[src/rtl/core/c2s_pkg.sv]
// Package for the cartesian to spherical converter.
// Holds shared constants, the item class struct and the CORDIC angle table.
// No dependencies.
package c2s_pkg;

   // Defaults for the top-level parameters
   localparam int COORD_WIDTH_DEF = 16;
   localparam int QUEUE_DEPTH_DEF = 4;

   // Fixed-point scaling: coordinate plus fraction bits always make 32
   localparam int SCALE_BITS = 32;
   // CORDIC datapath and angle accumulator widths (2^31 = pi)
   localparam int CORD_W      = 40;
   localparam int ANG_W       = 36;
   localparam int CORD_STEPS  = 31;
   localparam int OUT_W       = 16;

   // Classification of one point, made by the front end
   typedef struct packed {
      logic zero;     // x = y = z = 0
      logic axis;     // x = y = 0
      logic z_neg;    // z below zero
   } c2s_class_type;

   // round(atan(2^-i) / pi * 2^31)
   function automatic logic signed [ANG_W-1:0] c2s_angle(input int idx);
      logic signed [ANG_W-1:0] val;
      begin
         case (idx)
            0:  val = 36'sd536870912;
            1:  val = 36'sd316933406;
            2:  val = 36'sd167458907;
            3:  val = 36'sd85004756;
            4:  val = 36'sd42667331;
            5:  val = 36'sd21354465;
            6:  val = 36'sd10679838;
            7:  val = 36'sd5340245;
            8:  val = 36'sd2670163;
            9:  val = 36'sd1335087;
            10: val = 36'sd667544;
            11: val = 36'sd333772;
            12: val = 36'sd166886;
            13: val = 36'sd83443;
            14: val = 36'sd41722;
            15: val = 36'sd20861;
            16: val = 36'sd10430;
            17: val = 36'sd5215;
            18: val = 36'sd2608;
            19: val = 36'sd1304;
            20: val = 36'sd652;
            21: val = 36'sd326;
            22: val = 36'sd163;
            23: val = 36'sd81;
            24: val = 36'sd41;
            25: val = 36'sd20;
            26: val = 36'sd10;
            27: val = 36'sd5;
            28: val = 36'sd3;
            29: val = 36'sd1;
            30: val = 36'sd1;
            default: val = '0;
         endcase
         return val;
      end
   endfunction

endpackage

[src/rtl/core/c2s_front.sv]
// Front end: takes the point, forms magnitudes and classifies it.
// Depends on c2s_pkg.
module c2s_front #(
   parameter int COORD_WIDTH = 16
) (
   input  logic [COORD_WIDTH-1:0] x_coord,
   input  logic [COORD_WIDTH-1:0] y_coord,
   input  logic [COORD_WIDTH-1:0] z_coord,
   output logic [COORD_WIDTH-1:0] x_abs,
   output logic [COORD_WIDTH-1:0] y_abs,
   output logic [COORD_WIDTH-1:0] z_abs,
   output c2s_pkg::c2s_class_type cls
);
   import c2s_pkg::*;

   // magnitudes; the most negative value maps to 2^(W-1), which still fits
   assign x_abs = x_coord[COORD_WIDTH-1] ? (~x_coord + 1'b1) : x_coord;
   assign y_abs = y_coord[COORD_WIDTH-1] ? (~y_coord + 1'b1) : y_coord;
   assign z_abs = z_coord[COORD_WIDTH-1] ? (~z_coord + 1'b1) : z_coord;

   // special cases
   always_comb begin
      cls.axis  = (x_coord == '0) && (y_coord == '0);
      cls.zero  = cls.axis && (z_coord == '0);
      cls.z_neg = z_coord[COORD_WIDTH-1];
   end
endmodule

[config.mk]
export PLATFORM = sky130hd
export DESIGN_NAME = c2s_front
export DESIGN_NICKNAME = d
export VERILOG_FILES = /design/src/rtl/core/c2s_pkg.sv /design/src/rtl/core/c2s_front.sv
export SDC_FILE = /design/constraint.sdc
export NUM_CORES = 1
export LEC_CHECK = 0
export BUFFER_PORTS_ARGS = -buffer_cell sky130_fd_sc_hd__buf_2
export CORE_ASPECT_RATIO = 1.75
export CORE_MARGIN = 10
export CORE_UTILIZATION = 25
export DETAILED_ROUTE_END_ITERATION = 12
export PLACE_DENSITY = 0.6
export SYNTH_ARGS = -nofsm -noshare
export SYNTH_HDL_FRONTEND = slang
export SYNTH_SLANG_ARGS = --single-unit
[constraint.sdc]
create_clock -name vclk -period 4.2
set_clock_uncertainty 0.05 [all_clocks]
set_input_delay 1.05 -clock vclk [all_inputs]
set_output_delay 1.05 -clock vclk [all_outputs]
set_load 0.01 [all_outputs]
==> results.py <==
metrics = {
    "sta": {
        "whs_ns": 2.28,
        "hold_viol_final": 0,
        "relSlewSlack_pct": 70.3,
        "worst_pin_slew_ns": 0.442,
        "min_period_ns": 3.98,
        "drv_slew": 0,
        "setup_viol_count_final": 0,
        "max_freq_ghz": 0.251,
        "finalSetupTns_ns": 0,
        "rsz0062_at_grt": "false",
        "finalCritPeriodShare_pct": 94.8,
    },
    "place": {
        "post-dp-hpwl_um": 3640,
        "place_congestion": 0.819,
        "dp_cells": 286,
        "numPortBuffers": 99,
    },
    "worst_setup_path": {
        "crit_arrival_ns": 2.88,
        "crit_start": "y_coord[12]",
        "worst_setup_path_start_kind": "input pin",
        "crit_type": "input pin to primary output",
        "crit_required_ns": 3.10,
        "cp_max_fo": 3,
        "cp-end-kind": "primary output",
    },
    "clock_network": {
        "postCtsResizedCells": 0,
        "post-cts-setup-buffers": 0,
        "hold_buffers": 0,
    },
    "power": {
        "power_density_nw_per_um2": 120,
        "intPower_w": 0.0000825,
        "p_sw_share_pct": 54.0,
        "p_leak_nw": 0.684,
        "combPwrFrac_pct": 100.0,
        "p_total_w": 0.000179,
        "ir_drop_mv": 0.0559,
        "p_sw_w": 0.0000969,
        "p_seq_share_pct": 0,
        "pwr-share-clk_pct": 0,
    },
    "run": {
        "drv_cap": 0,
    },
    "die": {
        "die_height_um": 102,
        "initial_core_util_pct": 26.2,
        "ios": 99,
        "row_count": 29,
        "die-area_um2": 6870,
        "coreArea_um2": 3700,
        "die_x_um": 67.1,
    },
    "global_route": {
        "antenna_found_initial": 0,
        "grt_start_max_net_pins": 18,
        "overflow": 0,
        "grt_pass1_wl_um": 6090,
        "grt_pass1_vias": 1454,
        "grtUsageTotal_pct": 10.4,
    },
    "synthesis": {
        "ys_types": 24,
        "yosys_warnings": 0,
        "synth.net_count": 198,
        "synth_area_per_cell_um2": 6.60,
        "synth-seq-area-share_pct": 0,
        "syn_inst": 147,
        "synth_area_um2": 971,
    },
    "layout": {
        "mostFrequentLayoutCells": "buf_2 (99), xnor2_1 (37), nand2_1 (17)",
        "n_antenna_cell": 0,
        "drive_gt1_share_pct": 43.3,
        "seq_area_um2": 0,
        "n_fill_cell": 451,
        "nFlopsAndLatches": 0,
        "layout.nets": 293,
        "multi_input_area_um2": 900,
        "fin_util_pct": 40.3,
        "syn_to_final_growth_pct": 53.5,
        "final_cells": 286,
        "clockBufferCount": 0,
        "layout_commonest_cell": "buf_2",
    },
    "outcome": {
        "status": "finished clean",
    },
    "drt": {
        "first_pass_iters": 2,
        "num_vias": 1386,
        "avgRoutedWirePerCell_um": 13.9,
        "viasPerCell": 4.85,
        "drt_iter0_drc": 24,
        "detail-route-antenna-nets": 0,
        "wl_um": 3970,
        "drt_drc_violations_left": 0,
    },
    "min_path": {
        "hp-class": "input pin to primary output",
        "worstHoldStart": "z_coord[0]",
    },
}
[final cells by class]
cell class,count,share of cell area [%]
tap,46,3.86
timing repair buffer,100,33.8
multi-input combinational,132,60.4
inverter,8,2.02
[logic make-up (layout without fill, tap and decap cells)]
logic type      after synthesis  count (layout)  synth area share, %
fa+ha+maj                     3               3                 3.87
compound gates               30              30                 19.5
simple gates                 60              60                 34.1
xor+xnor                     39              39                 35.2
buf+inv                      15             108                 7.35
[Yosys cell counts (4+ instances only)]
cell	n	area share [%]
nand2_1	17	6.6
nor4_1	4	2.6
xnor2_1	37	33
nand3_1	6	3.1
nand2b_1	7	4.5
inv_1	8	3.1
nor3_1	9	4.6
o31ai_1	11	8.5
nor2_1	4	1.5
buf_4	4	3.1
o21ai_0	14	7.2
[worst max-delay path, stage by stage]
cell and delay, ns:
buf_2 0.11, or4_4 0.54, or3_4 0.35, or4b_4 0.52, nor4_2 0.13, buf_2 0.18
[path summary, 6_finish.rpt]
| path | to | slack (ns) | cells after the start |
|---|---|---|---|
| min | z_abs[0] | 2.28 | 2 |
| max | cls[2] | 0.22 | 6 |
[per-stage QoR]
stage,area [µm²],setup slack [ns]
after floorplan,971,0.428
after global placement,1490,0.237
after detailed placement,1490,0.203
after CTS,1490,0.203
after global routing,1490,0.173
final,1490,0.220
[layer usage]
metal | wire length (µm) | share of wire (%) | track usage, %
met1 | 1300 | 33 | 9.45
met2 | 2330 | 59 | 22.3
met3 | 347 | 8.7 | 3.18
met4 | 0 | 0 | 0
met5 | 0 | 0 | 0
[power by group through the flow]
| stage | clock network (W) | logic, W | registers, W |
|---|---|---|---|
| finish | 0 | 0.000179 | 0 |
| global route | 0 | 0.000199 | 0 |
| CTS | 0 | 0.000184 | 0 |
| detailed placement | 0 | 0.000183 | 0 |
| global placement | 0 | 0.000182 | 0 |
| floorplan | 0 | 0.0000925 | 0 |
Power figures use the tool's default switching activity.
