--- src/rtl/core/c2s_queue.sv ---
// Short queue between front and back end.
// No dependencies; generic width and depth.
module c2s_queue #(
   parameter int WIDTH = 8,
   parameter int DEPTH = 4
) (
   input  logic             clock,
   input  logic             reset,
   input  logic             push,
   input  logic [WIDTH-1:0] push_data,
   output logic             full,
   input  logic             pop,
   output logic             valid,
   output logic [WIDTH-1:0] head_data
);
   localparam int IDX_W = (DEPTH > 1) ? $clog2(DEPTH) : 1;
   localparam int CNT_W = $clog2(DEPTH + 1);

   logic [WIDTH-1:0] mem_ff [0:DEPTH-1];
   logic [IDX_W-1:0] wr_ptr_ff, wr_ptr_in, rd_ptr_ff, rd_ptr_in;
   logic [CNT_W-1:0] count_ff, count_in;
   logic             do_push, do_pop;

   assign full      = (count_ff == CNT_W'(DEPTH));
   assign valid     = (count_ff != '0);
   assign head_data = mem_ff[rd_ptr_ff];
   assign do_push   = push && !full;
   assign do_pop    = pop && valid;

   // pointer and count update
   always_comb begin
      wr_ptr_in = wr_ptr_ff;
      rd_ptr_in = rd_ptr_ff;
      count_in  = count_ff;
      if (do_push) begin
         wr_ptr_in = (wr_ptr_ff == IDX_W'(DEPTH - 1)) ? '0 : wr_ptr_ff + 1'b1;
      end
      if (do_pop) begin
         rd_ptr_in = (rd_ptr_ff == IDX_W'(DEPTH - 1)) ? '0 : rd_ptr_ff + 1'b1;
      end
      if (do_push && !do_pop) begin
         count_in = count_ff + 1'b1;
      end else if (do_pop && !do_push) begin
         count_in = count_ff - 1'b1;
      end
   end

   always_ff @(posedge clock) begin
      if (reset) begin
         wr_ptr_ff <= '0;
         rd_ptr_ff <= '0;
         count_ff  <= '0;
      end else begin
         wr_ptr_ff <= wr_ptr_in;
         rd_ptr_ff <= rd_ptr_in;
         count_ff  <= count_in;
      end
   end

   // storage
   always_ff @(posedge clock) begin
      if (do_push) begin
         mem_ff[wr_ptr_ff] <= push_data;
      end
   end
endmodule

--- config.mk ---
export PLATFORM = sky130hd
export DESIGN_NAME = c2s_queue
export DESIGN_NICKNAME = d
export VERILOG_FILES = /design/src/rtl/core/c2s_queue.sv
export SDC_FILE = /design/constraint.sdc
export NUM_CORES = 1
export LEC_CHECK = 0
export BUFFER_PORTS_ARGS = -buffer_cell sky130_fd_sc_hd__buf_4
export CORE_UTILIZATION = 55
export DETAILED_ROUTE_END_ITERATION = 7
export HOLD_SLACK_MARGIN = 0.15
export PLACE_DENSITY_LB_ADDON = 0.1
export SETUP_SLACK_MARGIN = 0.05
export SYNTH_ARGS = -nofsm -noshare
export SYNTH_HDL_FRONTEND = slang
export SYNTH_SLANG_ARGS = --single-unit
--- constraint.sdc ---
create_clock -name clock -period 3.22 [get_ports clock]
set_clock_uncertainty 0.2 [all_clocks]
set_input_delay 0.644 -clock clock [delete_from_list [all_inputs] [get_ports clock]]
set_output_delay 0.644 -clock clock [all_outputs]
set_load 0.01 [all_outputs]
==> results of run 1 <==
-- tightest hold or removal path, delay by kind of cell (launching register included) --
kind             cells  cell delay [ps]
AO/OA/AOI/OAI        1               70
flip-flops           1              340
AND/OR/NAND/NOR      1               60
-- layout by cell type (no fill, tap or decap), drive strengths merged, types with 2 or more instances in the layout --
| cell | instances |
|---|---|
| buf | 21 |
| ha | 6 |
| o21ai | 2 |
| xor2 | 2 |
| dfxtp | 9 |
| a21oi | 3 |
| nand3 | 2 |
| edfxtp | 32 |
| or3 | 3 |
| mux2i | 2 |
| and3 | 4 |
| clkbuf | 8 |
| o31ai | 2 |
| nor2 | 4 |
| mux4 | 8 |
| inv | 3 |
-- power by group through the flow --
| stage | registers [mW] | clock network [mW] | logic, mW |
|---|---|---|---|
| 2_1_floorplan | 0.685 | 0 | 0.277 |
| 3_3_place_gp | 0.719 | 0 | 0.363 |
| 3_5_place_dp | 0.723 | 0 | 0.373 |
| 4_1_cts | 0.711 | 0.263 | 0.374 |
| 5_1_grt | 0.722 | 0.281 | 0.403 |
| 6_report | 0.709 | 0.252 | 0.369 |
-- sequential cells by signal (all words and copies together) (netlist names), named ones only --
| register | count |
|---|---|
| rd_ptr_ff | 2 |
| count_ff | 3 |
| wr_ptr_ff | 2 |
| mem_ff | 32 |
-- stage by stage --
step                      instance area (sq um)  utilization
after detailed placement                   1840        0.657
after global placement                     1840        0.657
after CTS                                  1900        0.678
after global routing                       1900        0.678
after floorplan                            1670            -
final                                      1900        0.678
-- how the worst min path moves through the flow --
stage | startpoint | end | slack, ps
after floorplan | rd_ptr_ff[0]$_SDFFE_PP0P_ | flip-flop | 260
after global placement | rd_ptr_ff[0]$_SDFFE_PP0P_ | rd_ptr_ff[0]$_SDFFE_PP0P_ | 280
after detailed placement | rd_ptr_ff[0]$_SDFFE_PP0P_ | flip-flop | 290
after CTS | push_data[2] | mem_ff[0][2]$_DFFE_PP_ | 300
after global routing | push_data[2] | mem_ff[1][2]$_DFFE_PP_ | 290
final | rd_ptr_ff[0]$_SDFFE_PP0P_ | rd_ptr_ff[0]$_SDFFE_PP0P_ | 310
-- routing by layer --
metal / vias to the layer above / routed length, microns / track usage
li1: 399 / - / -
met1: 426 / 1060 / 0.200
met2: 22 / 1270 / 0.308
met3: 2 / 103 / 0.0431
met4: 0 / 17 / 0.0767
met5: - / 0 / 0
-- kinds of logic after synthesis --
group,count (synthesis),share of synthesized area
AND/OR/NAND/NOR,16,0.0562
multiplexers,10,0.120
flip-flops,41,0.683
XOR/XNOR,2,0.0105
AO/OA/AOI/OAI,7,0.0322
adder cells (fa/ha/maj),7,0.0569
buffers and inverters,9,0.0412
-- cell type report --
class                           count  area (sq um)
Clock buffer                        8          58.8
Fill cell                         203           903
Inverter                            5          45.0
Multi-Input combinational cell     42           460
Sequential cell                    41          1140
Tap cell                           31          38.8
Timing Repair Buffer               21           158
==> impl_metrics.json, run 1 <==
{
  "coreArea_sq_um": 2810,
  "cp_max_fo": 8,
  "die_area_sq_um": 3260,
  "worst_setup_path_start_kind": "flip-flop",
  "path_cells": "mux4_2 -> buf_4",
  "slew_headroom": 0.631,
  "r2r-end": "count_ff[2]$_SDFFE_PP0P_",
  "path_class": "flip-flop to primary output",
  "drt-total-wl_mm": 2.45,
  "endpoint": "head_data[6]",
  "die_x_microns": 57.1,
  "first_pass_iters": 6,
  "cts-resized-gates": 0,
  "postCtsHoldBufs": 0,
  "grt_pass1_wl_mm": 4.11,
  "synth_area_leaders": "edfxtp_1 58%, dfxtp_1 11%, mux4_2 11%",
  "ant_nets": 0,
  "layout_setup_ws_ps": 626,
  "ir_drop_uv": 391,
  "netSwitchingPower_uw": 372,
  "hold_viol": 0,
  "status": "finished with violations",
  "violations": "design-rule violations",
  "setup_tns_ps": 0,
  "route.vias.total": 849,
  "synth_cell_types": 27,
  "gp_congestion": 0.718,
  "synth-main-ff-cell": "edfxtp_1",
  "path_buf_inv": 1,
  "track_usage": 0.174,
  "placed_cells": 140,
  "r2r-start": "count_ff[0]$_SDFFE_PP0P_",
  "ioPinCount": 22,
  "clkSinkCount": 41,
  "drive_above_1_share": 0.350,
  "initial_core_util": 0.595,
  "setup_viol": 0,
  "yosysMostFrequentCell": "edfxtp_1",
  "root_buffer": "clkbuf_4",
  "period_needed_ps": 2590,
  "synthArstFlopShare": 0,
  "rrSetupSlack_ps": 710,
  "seqPwrFrac": 0.533,
  "fp.dieH_microns": 57.1,
  "fmax_mhz": 385,
  "clkLatencyLatePin_ps": 320,
  "synth_common_cells": "32 x edfxtp_1, 9 x dfxtp_1, 8 x mux4_2",
  "worst_pin_slew_ps": 553,
  "syn_to_final_growth_pct": 13.9,
  "drc": 4,
  "hpwl_mm": 1.70,
  "antenna_found_initial": 0,
  "grt_pass1_vias": 923,
  "total_power_mw": 1.33,
  "p_per_area_nw_per_um2": 699,
  "cp_num_cells": 2,
  "layout.cells.non_filler": 148,
  "cp_top_family": "flip-flops",
  "ys_ff_latch": 41,
  "grt_max_degree": 13,
  "internal_power_uw": 958,
  "hold_ws_ps": 313,
  "fin_nets": 135,
  "io_buffers": 21,
  "numCtsBuffers": 5,
  "end_kind": "primary output",
  "critical_path.slowest_cell": "dfxtp_1",
  "yosysTopAreaCell": "edfxtp_1",
  "avgRoutedWirePerCell_microns": 16.6,
  "netlist.area_leader.share": 0.575,
  "cts_max_level": 2,
  "insertedDiodeCount": 0,
  "combPwrFrac": 0.277,
  "rsz0062_at_grt": "false",
  "overflow": 0,
  "slowest_delay_ps": 680,
  "hold_depth": 2,
  "post-cts-setup-buffers": 0,
  "syn_inst": 92,
  "synth.avg_cell_area_sq_um": 18.2,
  "drt_iter0_drc": 16,
  "max_cap_viol_count": 0,
  "synth_seq_area_share": 0.683,
  "crit_arrival_ps": 1750,
  "rr_worst_depth": 9,
  "dp_slack_ps": 685,
  "p_leak_nw": 0.712,
  "drv_slew": 0,
  "synth_fp_nets": 111,
  "worstPathRequired_ps": 2380,
  "min_period_over_period": 0.806,
  "p_clk_frac": 0.190,
  "tritoncts": "yes",
  "synth_edf_count": 32,
  "swShare": 0.279,
  "path_clk_slew_ps": 100,
  "rows": 19,
  "netlist_area_sq_um": 1670,
  "viasPerCell": 5.74,
  "cts_max_path_buffers": 2,
  "ys_warn_count": 0,
  "hp-class": "flip-flop to flip-flop"
}
No activity file was read; power rests on OpenSTA's default activity.
==> inputs of run 2 (changes only) <==
- ABC_AREA: default -> 1
- CORE_UTILIZATION: 55 -> 50
- clock period: 3.22 -> 2.1 ns (I/O delays scaled with it)
==> run 2 against run 1 <==
The run now ends clean. Sequential power grew 57%. Die area increased by 12%. Sequential share of layout area down 7.0 points. Total power increased by 91%. Sequential cell count did not move. Global-route usage is 2.6 points higher. Cell area rose by 14%. Area after synthesis rose by 1.8%. Register-to-register slack got worse by 550 ps. Count of clock-buffer cells in the layout fell by 1. Cell count rose by 59%. Largest cell class unchanged.
==> impl_metrics.json, run 2 <==
{
  "status": "complete, no violations",
  "root_buffer": "clkbuf_4",
  "fin_nets": 209,
  "worstPathRequired_ps": 2150,
  "clkSinkCount": 41,
  "track_usage": 0.200,
  "hold_ws_ps": 187,
  "hpwl_mm": 2.08,
  "drt-total-wl_mm": 3.19,
  "utilization": 0.694,
  "insertedDiodeCount": 0,
  "synth_cell_types": 20,
  "rsz0062_at_grt": "true",
  "post_dp_cell_area_sq_um": 1940,
  "grtUsageMet1": 0.197,
  "min_from": "pop",
  "antenna_found_initial": 0,
  "fillers": 236,
  "tritoncts": "yes",
  "ioPinCount": 22,
  "largest_register_ffs": 32,
  "overflow": 0,
  "cp_max_fo": 4,
  "ys_warn_count": 0,
  "p_leak_nw": 0.887,
  "io_buffers": 21,
  "slew_headroom": 0.872,
  "netlist_area_sq_um": 1700,
  "ir_drop_uv": 670,
  "met3_usage": 0.0584,
  "synth_common_cells": "32 x edfxtp_1, 32 x nor2_1, 16 x inv_1",
  "drt_iter0_drc": 21,
  "dp_slack_ps": 106,
  "synth_edf_count": 32,
  "synth_seq_area_share": 0.671,
  "ys_ff_latch": 41,
  "setup_viol": 0,
  "worst_pin_slew_ps": 192,
  "total_power_mw": 2.54,
  "avgRoutedWirePerCell_microns": 13.6,
  "synth.avg_cell_area_sq_um": 11.6,
  "ant_nets": 0,
  "grt_pass1_vias": 1183,
  "synth_fp_nets": 165,
  "die_area_sq_um": 3640,
  "netlist.area_leader.share": 0.565,
  "syn_to_final_growth_pct": 27.7,
  "cts_max_level": 2,
  "cts_max_path_buffers": 2,
  "grt_pass1_wl_mm": 5.04,
  "synth-main-ff-cell": "edfxtp_1",
  "initial_core_util": 0.544,
  "grtUsageMet2": 0.389,
  "r2r-start": "count_ff[1]$_SDFFE_PP0P_",
  "drv_slew": 0,
  "top_usage_layer": "met2",
  "route.vias.total": 1143,
  "clkLatencyLatePin_ps": 340,
  "final_area_sq_um": 2170,
  "gp_congestion": 0.750,
  "numCtsBuffers": 5,
  "layout_setup_ws_ps": 159,
  "hp-class": "input port to flip-flop",
  "crit_arrival_ps": 1990,
  "end_kind": "flip-flop",
  "viasPerCell": 4.86,
  "coreArea_sq_um": 3130,
  "fp.dieH_microns": 60.3,
  "die_x_microns": 60.3,
  "period_needed_ps": 1940,
  "p_per_area_nw_per_um2": 1170,
  "first_pass_iters": 6,
  "reg.largest.list": "mem_ff: 32 flops, count_ff: 3 flops",
  "syn_inst": 146,
  "drive_above_1_share": 0.267,
  "grt_max_degree": 17,
  "path_class": "flip-flop to flip-flop",
  "drc": 0,
  "worst_setup_path_start_kind": "flip-flop",
  "cp-startpoint": "count_ff[1]$_SDFFE_PP0P_",
  "path_clk_slew_ps": 120,
  "min_period_over_period": 0.924,
  "max_cap_viol_count": 0,
  "synthArstFlopShare": 0,
  "hold_viol": 0,
  "yosysTopAreaCell": "edfxtp_1",
  "final_cell_mix": "32 x nor2_1, 32 x edfxtp_1, 28 x buf_4",
  "top_register": "mem_ff",
  "rows": 20,
  "fmax_mhz": 515,
  "synth_area_leaders": "edfxtp_1 57%, dfxtp_1 11%, nor2_1 7.1%"
}
## run 2: cell count changes after synthesis, sizes merged, moves of 2 or more
cell    before  now
nand2        1   14
and3         4    0
o22ai        0    8
mux2i        2    0
mux4         8    0
o31ai        2    0
o21ai        2   17
nor2         4   33
nand3b       0    2
or3          3    0
inv          3   17
## run 2: kinds of logic (layout without fill, tap and decap cells)
group / count (synthesis) / count (layout) / synth area share
XOR/XNOR: 1 / 1 / 0.00515
adder cells (fa/ha/maj): 7 / 7 / 0.0559
AND/OR/NAND/NOR: 51 / 51 / 0.125
AO/OA/AOI/OAI: 27 / 27 / 0.0920
buffers and inverters: 19 / 64 / 0.0508
flip-flops: 41 / 41 / 0.671
## run 2: path summary, 6_finish.rpt
| path | end | slack, ps | cells after the start |
|---|---|---|---|
| min | flip-flop | 190 | 4 |
| min reg2reg | flip-flop | 350 | 2 |
| max | count_ff[2]$_SDFFE_PP0P_ | 160 | 12 |
| max reg2reg | count_ff[2]$_SDFFE_PP0P_ | 160 | 12 |
## run 2: per-stage QoR
step	TNS, ps	instances
3_5_place_dp	0	215
6_report	0	235
3_3_place_gp	0	215
4_1_cts	0	233
5_1_grt	-18.6	235
2_1_floorplan	0	146
## run 2: layout make-up
type                            count  area (sq um)  area share
Clock buffer                        7          87.6      0.0403
Clock inverter                      1          5.00     0.00230
Inverter                           17          66.3      0.0305
Multi-Input combinational cell     86           485       0.224
Sequential cell                    41          1150       0.530
Tap cell                           44          55.1      0.0253
Timing Repair Buffer               39           322       0.148
## run 2: worst max-delay path, stage by stage (launching register included)
cell	delay (ps)
dfxtp_4	380
nor2_4	120
nand2_2	90
nand2_2	90
ha_1	160
inv_1	70
fa_1	390
inv_1	70
nand2_1	60
nand3_1	80
nand2_1	50
inv_1	50
nor2_1	40
## run 2: repair_timing
action / in CTS / in global routing
pin swaps: 0 / 1
setup buffers: 0 / 2
hold buffers: 10 / 0
resized for setup: 2 / 13
endpoints found under the setup margin: 8 / 10
hold endpoints to repair: 34 / 0
## run 2: power breakdown
group	switching (mW)	leakage, nW	internal, mW
combinational	0.502	0.466	0.415
sequential	0.0939	0.370	1.02
clock	0.242	0.0516	0.273
total	0.837	0.887	1.71
## run 2: layer usage
layer  routed length [microns]  part of all wire  up-vias
met5                         0                 0        -
met4                        39             0.012        0
met3                       126             0.040        6
met2                      1750              0.55       22
met1                      1280              0.40      525
li1                          -                 -      590
==> inputs of run 3 (changes only) <==
- CORE_UTILIZATION: 50 -> 53
- CTS_BUF_LIST: default -> sky130_fd_sc_hd__clkbuf_2 sky130_fd_sc_hd__clkbuf_4 sky130_fd_sc_hd__clkbuf_8
==> run 3 against run 2 <==
Cell count unchanged. Register-to-register slack got worse by 50 ps. Sequential cell count unchanged. Core utilization up 2.0 points. Total power grew 2.4%. Combinational power grew 4.6%. Sequential share of layout area decreased by 0.098 points. Clock power is 4.7% higher. Wire length increased by 3.0%. Non-clock buffer count unchanged. Count of clock-buffer cells in the layout stayed put. Die area down 5.5%.
==> impl_metrics.json, run 3 (synthesis results as in run 2) <==
{
  "status": "complete, no violations",
  "period_needed_ps": 1990,
  "cp_top_family": "adder cells",
  "initial_core_util": 0.557,
  "cts_max_level": 2,
  "cp_max_fo": 4,
  "p_leak_nw": 0.889,
  "clkLatencyLatePin_ps": 350,
  "crit_path_frequent_cell": "nand2_2",
  "hpwl_mm": 2.14,
  "worst_setup_path_start_kind": "flip-flop",
  "min_period_over_period": 0.947,
  "grt_pass1_wl_mm": 5.20,
  "drc": 0,
  "drive_above_1_share": 0.277,
  "top_register": "mem_ff",
  "setup_tns_ps": 0,
  "io_buffers": 21,
  "overflow": 0,
  "route.vias.total": 1162,
  "cp-startpoint": "count_ff[1]$_SDFFE_PP0P_",
  "setup_viol": 0,
  "antenna_found_initial": 0,
  "r2r-start": "count_ff[1]$_SDFFE_PP0P_",
  "ioPinCount": 22,
  "fmax_mhz": 503,
  "critical_path.slowest_cell": "fa_2",
  "p_per_area_nw_per_um2": 1190,
  "die_x_microns": 58.6,
  "final_cell_mix": "32 x nor2_1, 32 x edfxtp_1, 28 x buf_4",
  "drt-total-wl_mm": 3.28,
  "avgRoutedWirePerCell_microns": 14.0,
  "grt_pass1_vias": 1138,
  "end_kind": "flip-flop",
  "die_area_sq_um": 3440,
  "crit_arrival_ps": 2080,
  "rows": 20,
  "min_from": "pop",
  "ir_drop_uv": 672,
  "combPwrFrac": 0.368,
  "internal_power_mw": 1.75,
  "drv_slew": 0,
  "path_cells": "nor2_4 -> nand2_2 -> nand2_2 -> ha_2 -> inv_1 -> fa_2 -> o21ai_1 -> nor2_1",
  "fin_nets": 209,
  "fillers": 232,
  "rsz0062_at_grt": "true",
  "max_cap_viol_count": 0,
  "worstPathRequired_ps": 2190,
  "hp-class": "input port to flip-flop",
  "path_clk_slew_ps": 120,
  "path_class": "flip-flop to flip-flop",
  "gp_congestion": 0.756,
  "ant_nets": 0,
  "syn_to_final_growth_pct": 28.3,
  "grt_max_degree": 17,
  "fp.dieH_microns": 58.6,
  "drt_iter0_drc": 46,
  "tritoncts": "yes",
  "clkSinkCount": 41,
  "numCtsBuffers": 5,
  "cts_max_path_buffers": 2,
  "worst_pin_slew_ps": 186,
  "slew_headroom": 0.875,
  "hold_viol": 0,
  "slowest_delay_ps": 540,
  "viasPerCell": 4.94,
  "track_usage": 0.217,
  "hold_ws_ps": 192,
  "root_buffer": "clkbuf_4",
  "first_pass_iters": 4,
  "dp_slack_ps": 31.7,
  "reg.largest.list": "mem_ff: 32 flops, count_ff: 3 flops",
  "seqPwrFrac": 0.425,
  "coreArea_sq_um": 3050,
  "swShare": 0.329,
  "insertedDiodeCount": 0,
  "largest_register_ffs": 32,
  "layout_setup_ws_ps": 110,
  "p_clk_frac": 0.207,
  "netSwitchingPower_uw": 858,
  "path_buf_inv": 1
}
run 3: routing by layer:
metal	global-route usage	wire length [microns]	share of wire
met1	0.240	1260	0.38
met2	0.389	1830	0.56
met3	0.0681	129	0.039
met4	0.0884	61	0.019
met5	0	0	0
run 3: layout make-up:
cell class	count	area (sq um)	share of cell area
flip-flops and latches	41	1150	0.529
multi-input cells	86	495	0.227
repair buffers	39	322	0.147
clock inverters	1	30.0	0.0138
clock buffers	7	58.8	0.0270
inverters	17	66.3	0.0304
well taps	44	55.1	0.0252
run 3: final timing paths:
kind | endpoint | slack, ps | cells past startpoint
setup / recovery | count_ff[1]$_SDFFE_PP0P_ | 110 | 8
hold / removal | flip-flop | 190 | 4
setup reg to reg | count_ff[1]$_SDFFE_PP0P_ | 110 | 8
hold reg to reg | wr_ptr_ff[1]$_SDFFE_PP0P_ | 350 | 2
run 3: what timing repair did:
action                                  in CTS  in global routing
hold buffers                                10                  0
hold endpoints to repair                    34                  0
endpoints found under the setup margin       8                  9
resized for setup                            4                 14
pin swaps                                    1                  1
buffers inserted                             0                  2
run 3: power by group through the flow:
stage                     clock network (mW)  registers [mW]  logic [mW]
after CTS                              0.551            1.10       0.894
after detailed placement                   0            1.11       0.870
after global placement                     0            1.10       0.822
after floorplan                            0            1.09       0.533
after global routing                   0.589            1.12        1.07
final                                  0.539            1.11       0.959
run 3: stage by stage:
stage	util	total power, mW	area (sq um)	cells
after detailed placement	0.634	1.98	1940	215
final	0.714	2.60	2180	235
after global placement	0.634	1.92	1940	215
after floorplan	-	1.62	1700	146
after global routing	0.714	2.78	2180	235
after CTS	0.698	2.54	2130	233
run 3: tightest hold or removal path: stages:
cell and delay [ps]:
buf_4 90, nand3b_1 70, nand2_1 60, nor2_1 60
